<file path="src/hdl/fef_pkg.sv">
`timescale 1ns / 1ps
// Shared constants, types and helpers for the feedback echo filter.
package fef_pkg;

	localparam int MaxDelay = 8192;
	localparam int AddrW    = $clog2(MaxDelay);
	localparam int CntW     = $clog2(MaxDelay + 1);
	localparam int LenW     = 14;
	localparam int WeightW  = 16;
	localparam int SampleW  = 64;
	localparam int CmpW     = (LenW > CntW) ? LenW : CntW;
	localparam int PaddrW   = 4;
	localparam int PdataW   = 32;

	localparam logic [SampleW-1:0] Offset = {1'b1, {(SampleW-1){1'b0}}};

	typedef enum logic [1:0] {
		REG_WEIGHT = 2'd0,
		REG_DELAY  = 2'd1,
		REG_SIZE   = 2'd2
	} reg_idx_t;

	typedef enum logic [1:0] {
		SZ_8  = 2'd0,
		SZ_16 = 2'd1,
		SZ_32 = 2'd2,
		SZ_64 = 2'd3
	} size_code_t;

	typedef struct packed {
		logic signed [WeightW-1:0] weight;
		logic [LenW-1:0]           delay_len;
		size_code_t                size;
	} fef_cfg_t;

	typedef struct packed {
		logic [SampleW-1:0] lo_off;
		logic [SampleW-1:0] hi_off;
	} bounds_t;

	// Offset-binary limits of the signed range for a sample width.
	function automatic bounds_t size_bounds(input size_code_t code);
		bounds_t            b;
		logic [SampleW-1:0] half;
		unique case (code)
			SZ_8:    half = SampleW'(1) << 7;
			SZ_16:   half = SampleW'(1) << 15;
			SZ_32:   half = SampleW'(1) << 31;
			SZ_64:   half = SampleW'(1) << 63;
			default: half = SampleW'(1) << 15;
		endcase
		b.lo_off = Offset - half;
		b.hi_off = Offset + (half - SampleW'(1));
		return b;
	endfunction

endpackage

</file>
<file path="src/hdl/fef_regs.sv">
`timescale 1ns / 1ps
// Configuration register file behind the APB-style port.
module fef_regs (
	input  logic                        clk,
	input  logic                        arst_n,
	input  logic                        psel,
	input  logic                        penable,
	input  logic                        pwrite,
	input  logic [fef_pkg::PaddrW-1:0]  paddr,
	input  logic [fef_pkg::PdataW-1:0]  pwdata,
	output logic [fef_pkg::PdataW-1:0]  prdata,
	output logic                        pready,
	output fef_pkg::fef_cfg_t           cfg
);
	import fef_pkg::*;

	logic signed [WeightW-1:0] weight_q;
	logic [LenW-1:0]           delay_len_q;
	size_code_t                size_q;
	reg_idx_t                  idx;
	logic                      wr;

	assign idx    = reg_idx_t'(paddr[PaddrW-1:2]);
	assign wr     = psel && penable && pwrite;
	assign pready = 1'b1;

	always_ff @(posedge clk or negedge arst_n) begin
		if (!arst_n) begin
			weight_q    <= WeightW'(8192);
			delay_len_q <= LenW'(1);
			size_q      <= SZ_16;
		end else if (wr) begin
			unique case (idx)
				REG_WEIGHT: weight_q    <= pwdata[WeightW-1:0];
				REG_DELAY:  delay_len_q <= pwdata[LenW-1:0];
				REG_SIZE:   size_q      <= size_code_t'(pwdata[1:0]);
				default: ;
			endcase
		end
	end

	always_comb begin
		unique case (idx)
			REG_WEIGHT: prdata = PdataW'(unsigned'(weight_q));
			REG_DELAY:  prdata = PdataW'(delay_len_q);
			REG_SIZE:   prdata = PdataW'(size_q);
			default:    prdata = '0;
		endcase
	end

	assign cfg.weight    = weight_q;
	assign cfg.delay_len = delay_len_q;
	assign cfg.size      = size_q;

endmodule

</file>
<file path="config.mk">
export PLATFORM = sky130hd
export DESIGN_NAME = fef_regs
export DESIGN_NICKNAME = d
export VERILOG_FILES = /design/src/hdl/fef_pkg.sv /design/src/hdl/fef_regs.sv
export SDC_FILE = /design/constraint.sdc
export NUM_CORES = 1
export LEC_CHECK = 0
export BUFFER_PORTS_ARGS = -buffer_cell sky130_fd_sc_hd__buf_4
export CAP_MARGIN = 20
export CORE_UTILIZATION = 42
export DETAILED_ROUTE_END_ITERATION = 10
export PLACE_DENSITY_LB_ADDON = 0.2
export SETUP_SLACK_MARGIN = 0.05
export SLEW_MARGIN = 20
export SYNTH_ARGS = -nofsm -noshare
export SYNTH_HDL_FRONTEND = slang
export SYNTH_SLANG_ARGS = --single-unit
export TNS_END_PERCENT = 10
</file>
<file path="constraint.sdc">
create_clock -name clk -period 1.1 [get_ports clk]
set_clock_uncertainty 0.05 [all_clocks]
set_input_delay 0.165 -clock clk [delete_from_list [all_inputs] [get_ports clk]]
set_output_delay 0.165 -clock clk [all_outputs]
set_load 0.1 [all_outputs]
</file>
Word level (Yosys, flattened, before mapping)
Cells that the tools add are included.
- register bits: 32
- input port bits: 41
- output and inout port bits: 65
- logic and storage cells: 12
- equal/unequal tests: 2
- mux-type cells: 1
- reduce and logical (&&, ||, !) cells: 6
- operator list (operator ; number):
    16-bit one-hot mux with 3 select lines ; 1
    2-bit AND reduction ; 3
    2-bit by 1-bit equality test with 1-bit output, second input constant ; 1
    2-bit equality test, second input constant ; 1
    1-bit logical AND ; 2
    2-bit zero test ; 1

Depth between registers and ports, before layout
- word-level depth: 3
- mapped depth: 5
- mapped depth without buffers: 3

Worst setup path after synthesis
OpenSTA, ideal clock, no wires.
- path kind: flip-flop to output port
- start point: register delay_len_q[1]
- end point: output port prdata[1] (netlist bit)
- arrival: 3.210 ns
- required time: 0.885 ns
- slack: -2.325 ns
- stages on the path, launching flop included: 3
- buffers on the path: 0
- cell sequence: dfrtp_1 -> mux2i_1 -> o21ai_0
- cells in the longest elaborated chain, start to end: 1
- RTL lines (item ; line ; source):
    from (decl) ; fef_regs.sv:18 ; logic [LenW-1:0] delay_len_q;
    from (signal assigned) ; fef_regs.sv:30 ; delay_len_q <= LenW'(1);
    from (signal assigned) ; fef_regs.sv:35 ; REG_DELAY: delay_len_q <= pwdata[LenW-1:0];
    16-bit one-hot mux with 3 select lines ; fef_regs.sv:43 ; unique case (idx)
    to (decl) ; fef_regs.sv:11 ; output logic [fef_pkg::PdataW-1:0] prdata,
Every way passes these cells.

Worst setup path after layout
- start point: register delay_len_q[0]
- end point: output port prdata[0] (netlist bit)
The elaborated chain is that of the path after synthesis.

==> run summary <==
STA
• **smallest setup slack after layout** -493.5 ps
• **aggregate negative setup slack** -10460 ps
• **unrepaired setup endpoints after global routing** true
• **Period Utilization, post-route** 144.9%
• **relative max-transition margin** 65.81%
• **setup-violating endpoint count in the final report** 52
• **worst hold margin** 70.27 ps
• **transition time of the tightest slew-check pin** 511.7 ps
• **highest attainable clock frequency** 0.6276 GHz
• **post-layout minimum cycle time** 1593 ps
• **Final Hold Fails** 0
• **max-slew violation count** 0

Critical path
• **crit path launch type** register
• **Crit Path Category** register to output pin
• **maximum fanout along the worst path** 2
• **Worst EP arrival** 1380 ps
• **CP required** 880 ps
• **type of element capturing the critical path** output pin

Cells and area
• **share of post-route cells with drive strength above 1** 88.03%
• **net count reported at finish** 275
• **Core Util, Final** 94.92%
• **combined area of the multi-input logic cells** 1003 um^2
• **non-filler instance count after layout** 282
• **footprint of the flip-flops and latches** 872.1 um^2
• **filler cell count** 79
• **ant diodes** 0
• **Syn-to-layout area delta** 113.2%

Clock network
• **clock tree from TritonCTS** done
• **number of sinks driven by the clock tree** 32
• **maximum count of clock buffers along a single path** 2
• **CTS root buffer** sky130_fd_sc_hd__clkbuf_8
• **number of buffers created by CTS** 5
• **H-Tree Level Count** 2
• **source-to-sink clock delay at the later pin of the worst-skew pair** 290 ps
• **Worst-path clk slew** 70 ps

Global routing
• **vias in the first global route** 1653
• **maximum number of pins on one net before global-route repair** 33
• **overall track demand over capacity in global routing** 32.06%
• **overflow left after global routing** 0
• **number of antenna violations at the first check in global routing** 0
• **first-pass GRT wire length** 9.535 mm

Outcome
• **outcome** complete, but fails checks
• **violated checks** setup timing

Power and ir drop
• **combinational fraction of design power** 69.2%
• **sequential share of power** 21.2%
• **switching part of the total** 52.17%
• **total power divided by cell area** 2602 nW/um^2
• **maximum vdd ir drop** 2.031 mV
• **net switching power** 4.824 mW
• **leakage power of the design** 1.534 nW
• **power share of the clock group** 9.7%
• **Cell Int Power** 4.422 mW

Worst hold path
• **Worst Hold Class** primary input to register

Drt
• **post-route ant nets** 0
• **routed wire length per instance** 27.33 um
• **Total Routed Length** 7.706 mm
• **vias post-DR** 1523
• **number of DRC markers in iteration 0** 90
• **via density per instance** 5.401
• **DR DRC count** 0
• **number of iterations in the first detailed-routing pass** 4

Run
• **Max-cap violations** 0

Floorplan
• **core footprint** 3744 um^2
• **Rows** 22
• **Die Outline Area** 4224 um^2
• **count of pins on the block boundary** 106
• **initial cell density of the core** 44.52%
• **floorplan die height** 64.99 um
• **x dimension of the die** 64.99 um

Placed design
• **sum of net half-perimeters after detailed placement** 3.161 mm
• **global placer's final weighted congestion** 0.8308
• **DP Cell Count** 272
• **port buffer count** 70

Logic synthesis
• **number of register bits inferred by synthesis** 32
• **area of the mapped netlist** 1667 um^2
• **number of distinct library cells after synthesis** 20
• **Yosys Warn Count** 0
• **proportion of synthesized chip area in sequential cells** 48.27%
• **number of standard cells after synthesis** 128
• **post-synthesis average cell area** 13.02 um^2

synth_stat cells, drive strengths merged:
master / number / area share [%]
o21ai: 2 / 0.60
nand3: 1 / 0.30
dfstp: 3 / 4.7
or3: 1 / 0.68
mux2: 32 / 24
nand2: 2 / 0.45
nor2: 13 / 2.9
nor2b: 1 / 0.38
buf: 23 / 11
nor3b: 2 / 1.2
conb: 2 / 0.45
clkbuf: 1 / 0.23
and2: 2 / 0.75
dfrtp: 29 / 44
mux2i: 14 / 8.4
cells by family (layout without fill, tap and decap cells):
| logic type | after synthesis | after routing | share of synthesized area, % |
|---|---|---|---|
| other cells | 2 | 17 | 0.4506 |
| buf+inv | 24 | 115 | 11.71 |
| compound gates | 2 | 2 | 0.6006 |
| mux | 46 | 46 | 32.28 |
| simple gates | 22 | 22 | 6.682 |
| flops | 32 | 32 | 48.27 |
flip-flops by register name, indices dropped and copies added, names as in the netlist:
register / cells
size_q: 2
weight_q: 16
delay_len_q: 14
power by group through the flow:
stage / Clock (mW) / Combinational, mW / Sequential [mW]
floorplan: 0 / 1.62 / 3.88
global placement: 0 / 4.78 / 1.78
detailed placement: 0 / 4.84 / 1.81
CTS: 0.875 / 6.11 / 1.88
global route: 0.931 / 6.50 / 1.97
finish: 0.894 / 6.40 / 1.96
layer usage:
| layer | global-route usage [%] | up-vias | share of wire, % |
|---|---|---|---|
| met5 | 0 | - | 0 |
| met4 | 14.17 | 0 | 5.9 |
| met3 | 5.810 | 36 | 6.4 |
| met2 | 59.77 | 103 | 53 |
| met1 | 34.78 | 767 | 35 |
| li1 | - | 617 | - |
path summary, 6_finish.rpt:
check / end / startpoint / slack [ps] / cells past startpoint
setup / recovery: prdata[0] / delay_len_q[0]$_DFFE_PN1P_ / -490 / 3
hold / removal: weight_q[6]$_DFFE_PN0P_ / pwdata[6] / 70 / 2
setup reg to reg: delay_len_q[0]$_DFFE_PN1P_ / delay_len_q[0]$_DFFE_PN1P_ / -180 / 4
hold reg to reg: weight_q[15]$_DFFE_PN0P_ / weight_q[15]$_DFFE_PN0P_ / 540 / 1
max in group asynchronous: weight_q[10]$_DFFE_PN0P_ / arst_n / 340 / 2
min in group asynchronous: weight_q[11]$_DFFE_PN0P_ / arst_n / 320 / 2
through the flow:
stage / cell area (um^2) / worst slack, ps / total power, mW
floorplan: 1997 / -610.5 / 5.506
CTS: 3480 / -446.6 / 8.867
global route: 3553 / -497.8 / 9.401
global placement: 2671 / -264.9 / 6.561
finish: 3553 / -493.5 / 9.246
detailed placement: 2671 / -304.7 / 6.649
critical path, stage by stage, from the launching register on:
cell and delay (ps):
sky130_fd_sc_hd__dfstp_4 640, sky130_fd_sc_hd__mux2i_4 70, sky130_fd_sc_hd__o21ai_4 170, sky130_fd_sc_hd__buf_12 200
cells in the final DEF, fill, tap and decap left out, types with 5 or more instances in the layout:
cell type	n
sky130_fd_sc_hd__buf_12	48
sky130_fd_sc_hd__buf_4	25
sky130_fd_sc_hd__buf_6	34
sky130_fd_sc_hd__clkbuf_8	5
sky130_fd_sc_hd__conb_1	17
sky130_fd_sc_hd__dfrtp_2	18
sky130_fd_sc_hd__dfrtp_4	10
sky130_fd_sc_hd__mux2_2	22
sky130_fd_sc_hd__mux2_4	10
sky130_fd_sc_hd__mux2i_4	12
sky130_fd_sc_hd__nor2_4	12
what timing repair did:
item                                    in CTS  in global routing
hold endpoints to repair                    29                  0
pin swaps                                    7                  1
buffers inserted                             2                  1
resized for setup                          170                 17
hold buffers                                 1                  0
endpoints found under the setup margin      72                 74
cell type report:
type	instances	area share, %
Multi-Input combinational cell	87	28.24
Tap cell	48	1.690
Clock buffer	7	2.148
Timing Repair Buffer	108	43.38
Sequential cell	32	24.54
No activity file was read; power rests on OpenSTA's default activity.
